### config.mk
export PLATFORM = sky130hd
export DESIGN_NAME = sync_frame_deframer_fletcher_unit
export DESIGN_NICKNAME = d
export VERILOG_FILES = /design/src/design/sfdf_pkg.sv /design/src/design/sfdf_parser.sv /design/src/design/sfdf_out_reg.sv /design/src/design/sync_frame_deframer_fletcher_unit.sv
export VERILOG_INCLUDE_DIRS = /design/src /design/src/design
export SDC_FILE = /design/constraint.sdc
export NUM_CORES = 1
export LEC_CHECK = 0
export BUFFER_PORTS_ARGS = -buffer_cell sky130_fd_sc_hd__buf_2
export CORE_AREA = 2 2 218 134
export DETAILED_ROUTE_END_ITERATION = 16
export DIE_AREA = 0 0 220 136
export PLACE_DENSITY = 0.58
export SLEW_MARGIN = 20
export SYNTH_ARGS = -nofsm -noshare
export SYNTH_HDL_FRONTEND = slang
export SYNTH_SLANG_ARGS = --single-unit
### constraint.sdc
create_clock -name clk -period 7.9 [get_ports clk]
set_input_delay 1.58 -clock clk [delete_from_list [all_inputs] [get_ports clk]]
set_output_delay 1.58 -clock clk [all_outputs]
set_load 0.05 [all_outputs]
### src/design/sync_frame_deframer_fletcher_unit_assert.svh
// Assertion macros for the sync frame deframer.
// Included by the top module, which checks its own logic; needs clk and rst_n in scope.
`ifndef SYNC_FRAME_DEFRAMER_FLETCHER_UNIT_ASSERT_SVH
`define SYNC_FRAME_DEFRAMER_FLETCHER_UNIT_ASSERT_SVH

// implication checked on every edge out of reset
`define SFDF_ASSERT_IMPL(label, ante, cons, msg) \
  label: assert property (@(posedge clk) disable iff (!rst_n) (ante) |-> (cons)) \
    else $error(msg);

// implication checked in the cycle after the antecedent
`define SFDF_ASSERT_NEXT(label, ante, cons, msg) \
  label: assert property (@(posedge clk) disable iff (!rst_n) (ante) |=> (cons)) \
    else $error(msg);

`endif

### src/design/sfdf_pkg.sv
// Shared types and constants for the sync frame deframer.
// No dependencies; used by every module of the block by scoped name.
`timescale 1ns / 1ps
`default_nettype none

package sfdf_pkg;

  // register reset values
  localparam logic [15:0] SYNC_WORD_RST = 16'h62B5;
  localparam logic [15:0] MAX_LEN_RST   = 16'd256;

  // configuration register indexes
  localparam logic CFG_SYNC_WORD = 1'b0;
  localparam logic CFG_MAX_LEN   = 1'b1;

  // result kinds
  localparam logic [1:0] KIND_DATA    = 2'd0;
  localparam logic [1:0] KIND_END     = 2'd1;
  localparam logic [1:0] KIND_LEN_ERR = 2'd2;

  // parser phases, one-hot
  typedef enum logic [8:0] {
    PH_SYNC0 = 9'b000000001,
    PH_SYNC1 = 9'b000000010,
    PH_ID0   = 9'b000000100,
    PH_ID1   = 9'b000001000,
    PH_LEN0  = 9'b000010000,
    PH_LEN1  = 9'b000100000,
    PH_DATA  = 9'b001000000,
    PH_CK0   = 9'b010000000,
    PH_CK1   = 9'b100000000
  } phase_t;

  // one result beat
  typedef struct packed {
    logic [1:0]  kind;
    logic [7:0]  data_byte;
    logic [15:0] byte_index;
    logic [15:0] message_id;
    logic [15:0] payload_length;
    logic        checksum_ok;
    logic [15:0] received_checksum;
    logic [15:0] computed_checksum;
  } result_t;

endpackage

`default_nettype wire

### src/design/sfdf_parser.sv
// Frame parser: phase machine, header fields and running Fletcher sums.
// Depends on sfdf_pkg.
`timescale 1ns / 1ps
`default_nettype none

module sfdf_parser (
  input  wire                  clk,
  input  wire                  rst_n,
  input  wire                  step,
  input  wire [7:0]            rx_byte,
  input  wire [15:0]           sync_word,
  input  wire [15:0]           max_len,
  output logic                 res_valid,
  output sfdf_pkg::result_t    res
);

  sfdf_pkg::phase_t phase_r, phase_nxt;
  logic [15:0] frame_id_r, frame_id_nxt;
  logic [15:0] frame_length_r, frame_length_nxt;
  logic [15:0] bytes_left_r, bytes_left_nxt;
  logic [7:0]  sum_a_r, sum_a_nxt;
  logic [7:0]  sum_b_r, sum_b_nxt;
  logic [7:0]  check_low_r, check_low_nxt;

  // Fletcher add of the current byte onto the running sums
  logic [7:0] add_a;
  logic [7:0] add_b;
  assign add_a = sum_a_r + rx_byte;
  assign add_b = sum_b_r + add_a;

  // next state and result for the byte in the input register
  always_comb begin
    phase_nxt        = phase_r;
    frame_id_nxt     = frame_id_r;
    frame_length_nxt = frame_length_r;
    bytes_left_nxt   = bytes_left_r;
    sum_a_nxt        = sum_a_r;
    sum_b_nxt        = sum_b_r;
    check_low_nxt    = check_low_r;
    res_valid        = 1'b0;
    res              = '0;

    unique case (phase_r)
      sfdf_pkg::PH_SYNC1: begin
        phase_nxt = (rx_byte == sync_word[15:8]) ? sfdf_pkg::PH_ID0 : sfdf_pkg::PH_SYNC0;
      end
      sfdf_pkg::PH_ID0: begin
        // sums restart with the first id byte
        sum_a_nxt    = rx_byte;
        sum_b_nxt    = rx_byte;
        frame_id_nxt = {8'h00, rx_byte};
        phase_nxt    = sfdf_pkg::PH_ID1;
      end
      sfdf_pkg::PH_ID1: begin
        sum_a_nxt    = add_a;
        sum_b_nxt    = add_b;
        frame_id_nxt = {rx_byte, frame_id_r[7:0]};
        phase_nxt    = sfdf_pkg::PH_LEN0;
      end
      sfdf_pkg::PH_LEN0: begin
        sum_a_nxt        = add_a;
        sum_b_nxt        = add_b;
        frame_length_nxt = {8'h00, rx_byte};
        phase_nxt        = sfdf_pkg::PH_LEN1;
      end
      sfdf_pkg::PH_LEN1: begin
        sum_a_nxt        = add_a;
        sum_b_nxt        = add_b;
        frame_length_nxt = {rx_byte, frame_length_r[7:0]};
        if (frame_length_nxt > max_len) begin
          // oversize frame: report and hunt again
          phase_nxt          = sfdf_pkg::PH_SYNC0;
          res_valid          = 1'b1;
          res.kind           = sfdf_pkg::KIND_LEN_ERR;
          res.message_id     = frame_id_r;
          res.payload_length = frame_length_nxt;
        end else begin
          bytes_left_nxt = frame_length_nxt;
          phase_nxt = (frame_length_nxt != 16'd0) ? sfdf_pkg::PH_DATA : sfdf_pkg::PH_CK0;
        end
      end
      sfdf_pkg::PH_DATA: begin
        sum_a_nxt      = add_a;
        sum_b_nxt      = add_b;
        bytes_left_nxt = bytes_left_r - 16'd1;
        if (bytes_left_r == 16'd1) begin
          phase_nxt = sfdf_pkg::PH_CK0;
        end
        res_valid          = 1'b1;
        res.kind           = sfdf_pkg::KIND_DATA;
        res.data_byte      = rx_byte;
        res.byte_index     = frame_length_r - bytes_left_r;
        res.message_id     = frame_id_r;
        res.payload_length = frame_length_r;
      end
      sfdf_pkg::PH_CK0: begin
        check_low_nxt = rx_byte;
        phase_nxt     = sfdf_pkg::PH_CK1;
      end
      sfdf_pkg::PH_CK1: begin
        phase_nxt             = sfdf_pkg::PH_SYNC0;
        res_valid             = 1'b1;
        res.kind              = sfdf_pkg::KIND_END;
        res.message_id        = frame_id_r;
        res.payload_length    = frame_length_r;
        res.received_checksum = {rx_byte, check_low_r};
        res.computed_checksum = {sum_b_r, sum_a_r};
        res.checksum_ok       = ({rx_byte, check_low_r} == {sum_b_r, sum_a_r});
      end
      default: begin
        // hunting the first sync byte
        phase_nxt = (rx_byte == sync_word[7:0]) ? sfdf_pkg::PH_SYNC1 : sfdf_pkg::PH_SYNC0;
      end
    endcase
  end

  // state registers, advance once per processed byte
  always_ff @(posedge clk) begin
    if (!rst_n) begin
      phase_r        <= sfdf_pkg::PH_SYNC0;
      frame_id_r     <= '0;
      frame_length_r <= '0;
      bytes_left_r   <= '0;
      sum_a_r        <= '0;
      sum_b_r        <= '0;
      check_low_r    <= '0;
    end else if (step) begin
      phase_r        <= phase_nxt;
      frame_id_r     <= frame_id_nxt;
      frame_length_r <= frame_length_nxt;
      bytes_left_r   <= bytes_left_nxt;
      sum_a_r        <= sum_a_nxt;
      sum_b_r        <= sum_b_nxt;
      check_low_r    <= check_low_nxt;
    end
  end

endmodule

`default_nettype wire

### src/design/sfdf_out_reg.sv
// Result register of the deframer: holds one result beat until taken.
// Depends on sfdf_pkg.
`timescale 1ns / 1ps
`default_nettype none

module sfdf_out_reg (
  input  wire                  clk,
  input  wire                  rst_n,
  input  wire                  load,
  input  sfdf_pkg::result_t    res_in,
  input  wire                  out_stall,
  output logic                 free,
  output logic                 out_valid,
  output sfdf_pkg::result_t    res_out
);

  logic              valid_r;
  sfdf_pkg::result_t res_r;

  // slot can take a new beat when empty or being drained this edge
  assign free      = !valid_r || !out_stall;
  assign out_valid = valid_r;
  assign res_out   = res_r;

  // valid flag
  always_ff @(posedge clk) begin
    if (!rst_n) begin
      valid_r <= 1'b0;
    end else if (load) begin
      valid_r <= 1'b1;
    end else if (!out_stall) begin
      valid_r <= 1'b0;
    end
  end

  // payload, no reset
  always_ff @(posedge clk) begin
    if (load) begin
      res_r <= res_in;
    end
  end

endmodule

`default_nettype wire

### src/design/sync_frame_deframer_fletcher_unit.sv
// A byte sits in the input register; its result beat then sits in the result register.
// Throughput: one byte per cycle; a byte stalls only while its result cannot enter a full,
// stalled result register. Bytes without a result pass even then.
// Reset (synchronous, rst_n low): registers back to sync 0x62B5 and maximum length 256,
// parser hunting the first sync byte, both pipeline stages empty.
`timescale 1ns / 1ps
`default_nettype none

`include "sync_frame_deframer_fletcher_unit_assert.svh"

module sync_frame_deframer_fletcher_unit (
  input  wire         clk,
  input  wire         rst_n,
  // configuration
  input  wire         cfg_we,
  input  wire         cfg_index,
  input  wire  [15:0] cfg_wdata,
  // received bytes
  input  wire         in_valid,
  output logic        in_stall,
  input  wire  [7:0]  in_rx_byte,
  // results
  output logic        out_valid,
  input  wire         out_stall,
  output logic [1:0]  out_kind,
  output logic [7:0]  out_data_byte,
  output logic [15:0] out_byte_index,
  output logic [15:0] out_message_id,
  output logic [15:0] out_payload_length,
  output logic        out_checksum_ok,
  output logic [15:0] out_received_checksum,
  output logic [15:0] out_computed_checksum
);

  logic [15:0] sync_word_r;
  logic [15:0] max_len_r;
  logic        s1_valid_r;
  logic [7:0]  s1_byte_r;
  logic        s1_take;
  logic        res_valid;
  logic        out_free;
  sfdf_pkg::result_t res;
  sfdf_pkg::result_t res_out;

  // configuration registers
  always_ff @(posedge clk) begin
    if (!rst_n) begin
      sync_word_r <= sfdf_pkg::SYNC_WORD_RST;
      max_len_r   <= sfdf_pkg::MAX_LEN_RST;
    end else if (cfg_we) begin
      unique case (cfg_index)
        sfdf_pkg::CFG_SYNC_WORD: sync_word_r <= cfg_wdata;
        sfdf_pkg::CFG_MAX_LEN:   max_len_r   <= cfg_wdata;
        default: ;
      endcase
    end
  end

  // input register: byte moves on unless its result is blocked
  assign s1_take  = s1_valid_r && (!res_valid || out_free);
  assign in_stall = s1_valid_r && !s1_take;

  always_ff @(posedge clk) begin
    if (!rst_n) begin
      s1_valid_r <= 1'b0;
    end else if (in_valid && !in_stall) begin
      s1_valid_r <= 1'b1;
    end else if (s1_take) begin
      s1_valid_r <= 1'b0;
    end
  end

  always_ff @(posedge clk) begin
    if (in_valid && !in_stall) begin
      s1_byte_r <= in_rx_byte;
    end
  end

  // parser between the two registers
  sfdf_parser u_parser (
    .clk       (clk),
    .rst_n     (rst_n),
    .step      (s1_take),
    .rx_byte   (s1_byte_r),
    .sync_word (sync_word_r),
    .max_len   (max_len_r),
    .res_valid (res_valid),
    .res       (res)
  );

  // result register
  sfdf_out_reg u_out_reg (
    .clk       (clk),
    .rst_n     (rst_n),
    .load      (s1_take && res_valid),
    .res_in    (res),
    .out_stall (out_stall),
    .free      (out_free),
    .out_valid (out_valid),
    .res_out   (res_out)
  );

  assign out_kind              = res_out.kind;
  assign out_data_byte         = res_out.data_byte;
  assign out_byte_index        = res_out.byte_index;
  assign out_message_id        = res_out.message_id;
  assign out_payload_length    = res_out.payload_length;
  assign out_checksum_ok       = res_out.checksum_ok;
  assign out_received_checksum = res_out.received_checksum;
  assign out_computed_checksum = res_out.computed_checksum;

  // checks
  `SFDF_ASSERT_IMPL(a_no_stall_when_free, s1_valid_r && out_free, !in_stall,
    "input stalled although result slot is free")
  `SFDF_ASSERT_IMPL(a_ck_flag, out_valid && (out_kind == sfdf_pkg::KIND_END),
    out_checksum_ok == (out_received_checksum == out_computed_checksum),
    "checksum flag disagrees with checksums")
  `SFDF_ASSERT_IMPL(a_nondata_zero, out_valid && (out_kind != sfdf_pkg::KIND_DATA),
    (out_data_byte == 8'h00) && (out_byte_index == 16'h0000),
    "non-data result carries data fields")
  `SFDF_ASSERT_NEXT(a_result_source, !out_valid && !s1_valid_r, !out_valid,
    "result appeared without a byte in the input register")

endmodule

`default_nettype wire

== Word-level counts from Yosys, hierarchy flattened ==
Cells that the tools add are included.
Widths: inputs -> output; s select.
Word-level totals
  register bits: 214
  latch bits: 0
  memory bits (writable): 0
  bits in read-only memories: 0
  output and inout port bits: 93
  logic and storage cells: 96
  memories: 0
Cells by class
  add/sub/neg operators: 4
  multipliers: 0
  divide/modulo/power cells: 0
  magnitude comparators: 1
  eq/ne operators: 15
  shift-type cells: 0
  multiplexer cells: 22
  bitwise logic cells: 3
  reductions and logical operators: 29
Operator list (count)
  $pmux 16 s2: 3
  $pmux 9 s8: 1
  $pmux 32 s2: 1
  $mux 32: 1
  $pmux 8 s2: 2
  $mux 9: 2
  $add 8x8->8: 2
  $eq 16x1->1 const B: 1
  $eq 16x16->1: 1
  $eq 8x8->1: 2
  $gt 16x16->1: 1
  $mux 16: 1
  $reduce_bool 16->1: 1
  $sub 16x1->16 const B: 1
  $sub 16x16->16: 1
  $reduce_and 2->1: 7
  $reduce_bool 2->1: 5
  $eq 9x2->1 const B: 1
  $eq 9x3->1 const B: 1
  $eq 9x4->1 const B: 1
  $eq 9x5->1 const B: 1
  $eq 9x6->1 const B: 1
  $eq 9x7->1 const B: 1
  $eq 9x8->1 const B: 1
  other kinds (16): 34

== Logic depth before layout (Yosys ltp) ==
Gate-level depths: netlist of the first run.
  depth after elaboration: 11
  mapped depth: 16
  depth with buffers taken out: 16

== Cells and area by module ==
From an unflattened synthesis of the first run, not the netlist that was laid out.
Unflattened totals
  cells, all modules: 1069
  area, all modules: 10730.3 µm²
Modules (own cells, without submodules)
  sfdf_parser: instances 1, cells each 824, area an instance 6372.4 µm²
  sfdf_out_reg: instances 1, cells each 95, area an instance 2767.7 µm²
  sync_frame_deframer_fletcher_unit: instances 1, cells each 150, area an instance 1590.3 µm²

== Worst setup path after synthesis of the first run ==
Ideal clock, no wire load.
  kind: flip-flop to flip-flop
  from: register s1_byte_r[6]
  to: register u_out_reg.res_r (netlist bit u_out_reg.res_out[0]), enable pin
  library setup time: 0.541 ns
  arrival time: 6.129 ns
  required time: 7.359 ns
  slack: 1.230 ns
  stages on the path, launching flop included: 10
  buffers on the path: 1
  period minus slack after synthesis: 6.670 ns
  cells stage by stage: edfxtp_1 -> ha_1 -> nand4_1 -> nor4_1 -> a21bo_2 -> a31oi_4 -> and2_1 -> buf_2 -> o21ai_0 -> nor2_1
Between the ends
  cells in the longest elaborated chain, start to end: 7
Ends and longest elaborated chain
  from (decl): RTL line sync_frame_deframer_fletcher_unit.sv:38  | logic [7:0] s1_byte_r;
  from (signal assigned): RTL line sync_frame_deframer_fletcher_unit.sv:75  | s1_byte_r <= in_rx_byte;
  $gt 16x16->1 *: RTL line sfdf_parser.sv:70  | if (frame_length_nxt > max_len) begin
  $mux 1 *: RTL line sfdf_parser.sv:70
  $pmux 1 s2 *: RTL line sfdf_parser.sv:43  | unique case (phase_r)
  $logic_not 1->1: RTL line sync_frame_deframer_fletcher_unit.sv:60  | assign s1_take = s1_valid_r && (!res_valid || out_free);
  $logic_or 1x1->1: RTL line sync_frame_deframer_fletcher_unit.sv:60
  $logic_and 1x1->1: RTL line sync_frame_deframer_fletcher_unit.sv:60
  $logic_and 1x1->1 *: RTL line sync_frame_deframer_fletcher_unit.sv:95  | .load (s1_take && res_valid),
  net u_out_reg.load: RTL line sfdf_out_reg.sv:9  | input wire load,
  to (signal assigned): RTL line sfdf_out_reg.sv:39  | res_r <= res_in;
  to (decl): RTL line sfdf_out_reg.sv:18  | sfdf_pkg::result_t res_r;
Mark *: on every way through the listed nets, which the timed path passes. The rest lies on a longest branch.
A chain may end at the register's enable or synchronous reset.

== Worst setup path after layout of the first run ==
  from: register s1_byte_r[7]
  to: output in_stall
Between the ends
  cells in the longest elaborated chain, start to end: 8
Ends and longest elaborated chain
  $gt 16x16->1: RTL line sfdf_parser.sv:70
  $mux 1: RTL line sfdf_parser.sv:70
  $pmux 1 s2: RTL line sfdf_parser.sv:43
  $logic_not 1->1: RTL line sync_frame_deframer_fletcher_unit.sv:60
  $logic_or 1x1->1: RTL line sync_frame_deframer_fletcher_unit.sv:60
  $logic_and 1x1->1: RTL line sync_frame_deframer_fletcher_unit.sv:60
  $logic_not 1->1: RTL line sync_frame_deframer_fletcher_unit.sv:61  | assign in_stall = s1_valid_r && !s1_take;
  $logic_and 1x1->1: RTL line sync_frame_deframer_fletcher_unit.sv:61
  to (decl): RTL line sync_frame_deframer_fletcher_unit.sv:20  | output logic in_stall,
No other way between the ends.

==> results by group, run 1 <==
Final layout
  – Area Growth Syn to Fin: 15.9%
  – Share of post-route cells with drive strength above 1: ~18%
  – FF/Latch Area: between 0.005 and 0.006 mm²
  – Diodes inserted: 0
  – Layout Cell Area excl Fill: 0.0124 mm²
  – Fin cells: roughly 1.6k
  – Fin nets: between 1k and 1.5k
  – Area of the multi-input gates: 0.00501 mm²
  – Fillers: between 2k and 3k

Floorplanning
  – Die W: ~220 µm
  – Die area: 0.0299 mm²
  – Num rows: 48
  – I/O pin count: 123
  – Starting density of the core: approximately two fifths
  – Core area: ~0.028 mm²
  – Die Y: approximately 140 µm

Synth
  – Synth area leaders: edfxtp_1 28%, dfxtp_1 21%, ha_1 5.5%
  – Synthesis-stage register bit count: roughly 210
  – Ys Warns: 0
  – Distinct cell type count after synthesis: 77
  – Top_reg_cell synth: dfxtp_1
  – Asr flop ratio synth: 0%
  – Area share of the largest cell type after synthesis: around 28%
  – Number of synthesized flops with an enable pin: 99
  – Syn avg cell area: ~9.9 µm²
  – Seq/Total Area, Yosys: approximately half
  – Mapped Nets: 1161
  – Leading area contributor after synthesis: edfxtp_1
  – Cell Area, Synth: between 0.01 and 0.015 mm²
  – Cells after Synth: between 1k and 1.5k

Timing
  – Final Max Slew Viols: 0
  – Final hold vios: 0
  – Slew headroom: roughly 35%
  – Worst hold slack: ~450 ps
  – Min cycle time layout: 5410 ps
  – Setup_tns: 0 ps
  – Worst-margin pin slew: 978 ps
  – Final worst path period share: 68.5%
  – Final setup violation count: 0
  – Clock skew: between 15 and 20 ps
  – Unrepaired setup endpoints after global routing: no
  – Fmax: approximately 180 MHz

Power
  – Internal Power: around 1.8 mW
  – Flop pwr share: 49.5%
  – Sw Pwr: between 0.5 and 0.6 mW
  – Sw Share: 23.7%
  – Gate power share: under 10%
  – LEAKAGE: 4.55 nW
  – Peak supply drop: approximately 130 µV
  – Clock share of power: roughly 45%
  – Pwr dens: approximately 190 mW/mm²

Clock tree
  – Num CTS Buffers: 22
  – Hold buffers post-CTS: 0
  – CTS root buffer: clkbuf_16
  – PostCTS Resize Cnt: 0
  – Bufs on Longest Clock Path: 3
  – Clk Latency, worst-skew pair: ~530 ps
  – Clock-pin transition on the worst setup and hold timing paths: 70 ps
  – Postcts setup bufs: 0
  – H-tree Lvls: 1
  – CTS tree: yes
  – Clock Sink Count: around 210

Drt
  – Routed WL per cell: 19.8 µm
  – Final WL: between 30000 and 40000 µm
  – Antenna Violating Nets Remaining: 0
  – Initial DRC count: 820
  – Via count: around 8.4k
  – DR pass1 iterations: 5
  – Via density: 5.38
  – Post-route DRC violation count: 0

Global route
  – Total gr overflow: 0
  – GRT Overall Usage: ~21%
  – Vias in the first global route: between 7k and 8k
  – Initial antenna violation count: 2
  – First-pass GRT wire length: approximately 47000 µm
  – Largest net degree at the start of global routing: 69

Place
  – IO buf count: 122
  – Placed cells: about 1.5k
  – HPWL Detailed: ~22000 µm
  – GPL Wtd Cong: 0.855
  – Placed inst area: 0.0117 mm²

Worst hold path
  – Worst hold stages: 2
  – Hold Path Class: flip-flop to flip-flop

Worst setup path
  – Worst reg2reg path depth: 9
  – Crit-path max FO: 15
  – Required @ worst endpoint: between 6000 and 7000 ps
  – Crit path launch type: flip-flop
  – Critical path arrival: roughly 3800 ps
  – Crit end category: output pin
  – Crit Path Class: flip-flop to output pin

Status
  – Outcome: finished clean

Job
  – Max_cap viols: 0
-- registers in the layout, indices dropped and copies added, names as in the netlist --
name	count
u_out_reg.res_out	91
s1_valid_r	1
u_parser.bytes_left_r	16
u_parser.phase_r	9
u_parser.frame_id_r	16
u_out_reg.out_valid	1
u_parser.check_low_r	8
u_parser.sum_a_r	8
s1_byte_r	8
u_parser.sum_b_r	8
sync_word_r	16
u_parser.frame_length_r	16
max_len_r	16
-- placed cells by master (no fill, tap or decap), drive strengths merged, types with 6 or more instances in the layout --
| cell type | instances |
|---|---|
| nor3 | 26 |
| and3 | 6 |
| a22o | 8 |
| buf | 138 |
| a21oi | 77 |
| and2 | 50 |
| nor4 | 17 |
| nor2b | 29 |
| a31oi | 9 |
| clkbuf | 28 |
| a32o | 17 |
| o21ai | 29 |
| edfxtp | 99 |
| xor2 | 22 |
| o211ai | 8 |
| o21a | 7 |
| nand4 | 14 |
| xnor2 | 34 |
| inv | 51 |
| nand2 | 139 |
| nor2 | 64 |
| dfxtp | 115 |
| nor3b | 8 |
| clkinv | 8 |
| a211oi | 12 |
| ha | 47 |
| nand3 | 24 |
| mux2i | 20 |
-- per-layer routing --
metal  global-route usage, %  vias up  share of wire (%)
met3                    4.52       25                9.2
met1                    34.3     4023                 52
met5                       0        -                  0
met4                    2.98        0                1.1
met2                    27.4      317                 38
li1                        -     4067                  -
-- Yosys cell counts, types with 4 or more instances --
master    number
dfxtp_1      115
xnor2_1       34
a211oi_2       4
a21o_1         5
a211o_1        5
and2_1        49
inv_1         50
nor3_1        25
edfxtp_1      99
nand3_1       23
buf_1          8
a32o_1        17
a221oi_1       4
o21a_1         7
nor2_1        63
nand4_1       14
a211oi_1       8
nand2_1      139
a21oi_1       77
nand3b_1       4
ha_1          47
mux2i_1       20
and3_1         6
clkbuf_1      48
o21ai_0       27
a31oi_1        8
buf_2          8
xor2_1        22
nor2b_1       29
nor3b_1        6
a22o_1         8
o211ai_1       8
nor4_1        15
-- worst max-delay path, cell delays in order (launching register included) --
cell and delay, ps:
edfxtp_1 720, ha_1 490, nand4_1 200, nor4_1 500, a21bo_2 310, a31oi_4 330, a21oi_2 150, nor3b_2 280
buf_2 310
-- worst paths after layout --
kind	to	start	slack (ps)
max reg2reg	u_out_reg.res_out[22]$_SDFFCE_PN0P_	s1_byte_r[7]$_DFFE_PP_	3120
max	in_stall	s1_byte_r[7]$_DFFE_PP_	2490
min	u_parser.frame_id_r[1]$_SDFFE_PN0P_	u_parser.frame_id_r[1]$_SDFFE_PN0P_	450
min reg2reg	u_parser.frame_id_r[1]$_SDFFE_PN0P_	u_parser.frame_id_r[1]$_SDFFE_PN0P_	450
-- power groups by stage --
stage	Combinational (mW)	Clock, mW	Sequential, mW
after global placement	0.140	0	1.20
after detailed placement	0.142	0	1.20
after floorplan	0.0967	0	1.20
final	0.144	1.06	1.18
after CTS	0.143	1.09	1.18
after global routing	0.158	1.13	1.18
-- cells by family (layout without fill, tap and decap cells) --
logic type / count (synthesis) / in the layout / share of synthesized area (%)
xor+xnor: 56 / 56 / 4.58
buf+inv: 116 / 228 / 4.26
fa+ha+maj: 50 / 50 / 6.05
simple gates: 399 / 399 / 18.9
mux: 20 / 20 / 1.87
flops: 214 / 214 / 49.2
compound gates: 226 / 226 / 15.1
-- cell type report --
cell class                 instances  share of cell area (%)
timing repair buffer             138                    5.98
inverter                          50                    1.51
multi-input combinational        751                    40.3
clock inverter                    12                   0.846
sequential                       214                    42.4
clock buffer                      28                    5.10
tap                              375                    3.77
-- through the flow --
stage / power [mW] / setup slack [ps] / util (%)
6_report: 2.38 / 2490 / 44.2
5_1_grt: 2.47 / 2340 / 44.2
4_1_cts: 2.41 / 2500 / 44.2
3_5_place_dp: 1.34 / 3060 / 41.6
3_3_place_gp: 1.34 / 3270 / 41.6
2_1_floorplan: 1.29 / 1230 / -
Power figures use the tool's default switching activity.
==> inputs of run 2 (changes only) <==
- PLACE_DENSITY: 0.58 -> 0.61
- clock period: 7.9 -> 4.55 ns (I/O delays scaled with it)
==> run 2 against run 1 <==
Effect of this change:
- worst hold slack better by 2.3 ps
- clock power is 80% higher
- register-to-register slack got worse by 2400 ps
- combinational power increased by 84%
- die area did not move
- critical endpoint unchanged
- largest cell class unchanged
==> results by group, run 2 (synthesized netlist as in run 1, its figures left out) <==
Status
  – Outcome: finished clean

Timing
  – Final worst path period share: a little over nine tenths
  – Final Max Slew Viols: 0 (unchanged)
  – Final setup margin: 207 ps (-2280 ps)
  – Clock skew: 28.0 ps (+8.32 ps)
  – Fmax: 230 MHz
  – Setup_tns: 0 ps (unchanged)
  – Min cycle time layout: 4340 ps
  – Final hold vios: 0 (unchanged)
  – Worst-margin pin slew: 984 ps (+6.02 ps)
  – Unrepaired setup endpoints after global routing: no
  – Worst hold slack: 451 ps (+2.28 ps)
  – Slew headroom: 34.4% (-0.27 points)
  – Final setup violation count: 0 (unchanged)

Worst hold path
  – Hold Path Class: flip-flop to flip-flop
  – Worst hold stages: 2 (unchanged)
  – Hold Path Sink: u_parser.frame_id_r[4]$_SDFFE_PN0P_
  – Hold_sp: u_parser.frame_id_r[4]$_SDFFE_PN0P_

Clock tree
  – Bufs on Longest Clock Path: 3 (unchanged)
  – Hold buffers post-CTS: 0 (unchanged)
  – Clock-pin transition on the worst setup and hold timing paths: 60 ps (about the same)
  – Postcts setup bufs: 0 (unchanged)
  – Clock Sink Count: 214 (unchanged)
  – PostCTS Resize Cnt: 0 (unchanged)
  – CTS root buffer: clkbuf_16
  – CTS tree: yes
  – Clk Latency, worst-skew pair: 530 ps (about the same)
  – H-tree Lvls: 1 (unchanged)
  – Num CTS Buffers: 22 (unchanged)

Floorplanning
  – I/O pin count: 123 (unchanged)
  – Die area: 0.0299 mm² (unchanged)
  – Die W: 220 µm (unchanged)
  – Core area: 0.0281 mm² (unchanged)
  – Num rows: 48 (unchanged)
  – Die Y: 136 µm (unchanged)
  – Starting density of the core: 38.1% (unchanged)

Worst setup path
  – Worst reg2reg path depth: 9 (unchanged)
  – Worst flop-to-flop path endpoint: u_out_reg.res_out[23]$_SDFFCE_PN0P_
  – Reg2Reg Setup Slack: 750 ps (-2370 ps)
  – Crit end category: output pin
  – Critical path arrival: 3430 ps (-400 ps)
  – Crit path launch type: flip-flop
  – Required @ worst endpoint: 3640 ps (-2680 ps)
  – Crit Path Class: flip-flop to output pin
  – Crit-path max FO: 10 (-5)
  – Reg2reg start: s1_byte_r[7]$_DFFE_PP_

Drt
  – Via count: 8546 (+1.4%)
  – DR pass1 iterations: 7 (+2)
  – Final WL: 30600 µm (-1.5%)
  – Routed WL per cell: 19.5 µm (-1.8%)
  – Antenna Violating Nets Remaining: 0 (unchanged)
  – Initial DRC count: 810 (-1.2%)
  – Via density: 5.43 (+1.0%)
  – Post-route DRC violation count: 0 (unchanged)

Power
  – LEAKAGE: 4.53 nW (-0.42%)
  – Peak supply drop: 262 µV (+100%)
  – Overall Power: 4.21 mW (+77%)
  – Pwr dens: 337 mW/mm² (+76%)

Final layout
  – Most frequent cells in the layout: 139 x nand2_1, 122 x buf_2, 115 x dfxtp_1
  – Fin nets: 1262 (+0.40%)
  – Diodes inserted: 0 (unchanged)
  – Fin util: 44.4% (+0.20 points)
  – Share of post-route cells with drive strength above 1: 17.9% (+0.26 points)
  – Fin cells: 1573 (+0.32%)
  – Leading cell type in the layout, fill and taps excluded: nand2_1
  – Max reg flops: 91 (unchanged)
  – Area Growth Syn to Fin: 16.5%
  – Layout Cell Area excl Fill: 0.0125 mm² (+0.45%)

Global route
  – GRT Overall Usage: 20.1% (-0.66 points)
  – Initial antenna violation count: 0 (-2)
  – First-pass GRT wire length: 46100 µm (-2.7%)
  – Largest net degree at the start of global routing: 70 (+1.4%)
  – Vias in the first global route: 7797 (-0.064%)
  – Total gr overflow: 0 (unchanged)

Place
  – DP Worst Slack: 757 ps (-2310 ps)
  – GPL Wtd Cong: 0.933 (+9.1%)
  – IO buf count: 122 (unchanged)
  – Placed cells: 1533 (+0.33%)
  – HPWL Detailed: 21700 µm (-1.8%)
  – Placed inst area: 0.0117 mm² (+0.32%)

Job
  – Max_cap viols: 0 (unchanged)
run 2: changes by cell type in the layout (fill, tap and decap cells not counted):
| cell | change |
|---|---|
| buf_4 | +5 |
| inv_6 | +3 |
| clkbuf_8 | -2 |
| inv_4 | -1 |
| clkbuf_16 | -1 |
| clkinvlp_4 | -1 |
| clkinv_2 | -2 |
| clkbuf_1 | +1 |
| bufinv_16 | +2 |
| clkinvlp_2 | +1 |
run 2: metal layers:
metal | track usage (%) | part of all wire, % | routed length [µm]
met5 | 0 | 0 | 0
met4 | 3.91 | 1.6 | 500
met3 | 4.47 | 9.8 | 3000
met2 | 26.3 | 38 | 11600
met1 | 32.8 | 51 | 15600
run 2: report_power, final:
part / internal [mW] / switching [mW] / total, mW
clock: 1.11 / 0.803 / 1.91
combinational: 0.0897 / 0.176 / 0.265
sequential: 2.02 / 0.0182 / 2.04
total: 3.21 / 0.997 / 4.21
run 2: worst max path at each step:
stage	slack [ps]	from	to
2_1_floorplan	380	s1_byte_r[6]$_DFFE_PP_	u_out_reg.res_out[0]$_SDFFCE_PN0P_
3_3_place_gp	910	s1_byte_r[7]$_DFFE_PP_	in_stall
3_5_place_dp	760	s1_byte_r[7]$_DFFE_PP_	u_out_reg.res_out[25]$_SDFFCE_PN0P_
4_1_cts	210	s1_byte_r[7]$_DFFE_PP_	in_stall
5_1_grt	90	s1_byte_r[7]$_DFFE_PP_	in_stall
6_report	210	s1_byte_r[7]$_DFFE_PP_	in_stall
run 2: worst max-delay path, cell delays in order, from the launching register on:
cell and delay (ps):
edfxtp_1 400, ha_1 360, nand4_1 210, nor4_1 570, a21bo_2 320, a31oi_4 360
a21oi_2 130, nor3b_2 270, buf_2 310
run 2: cell type report:
| cell class | instances | area (µm²) |
|---|---|---|
| sequential | 214 | 5280 |
| inverter | 50 | 188 |
| fill | 2711 | 15600 |
| timing repair buffer | 143 | 781 |
| multi-input combinational | 751 | 5010 |
| tap | 375 | 469 |
| clock buffer | 26 | 586 |
| clock inverter | 14 | 173 |
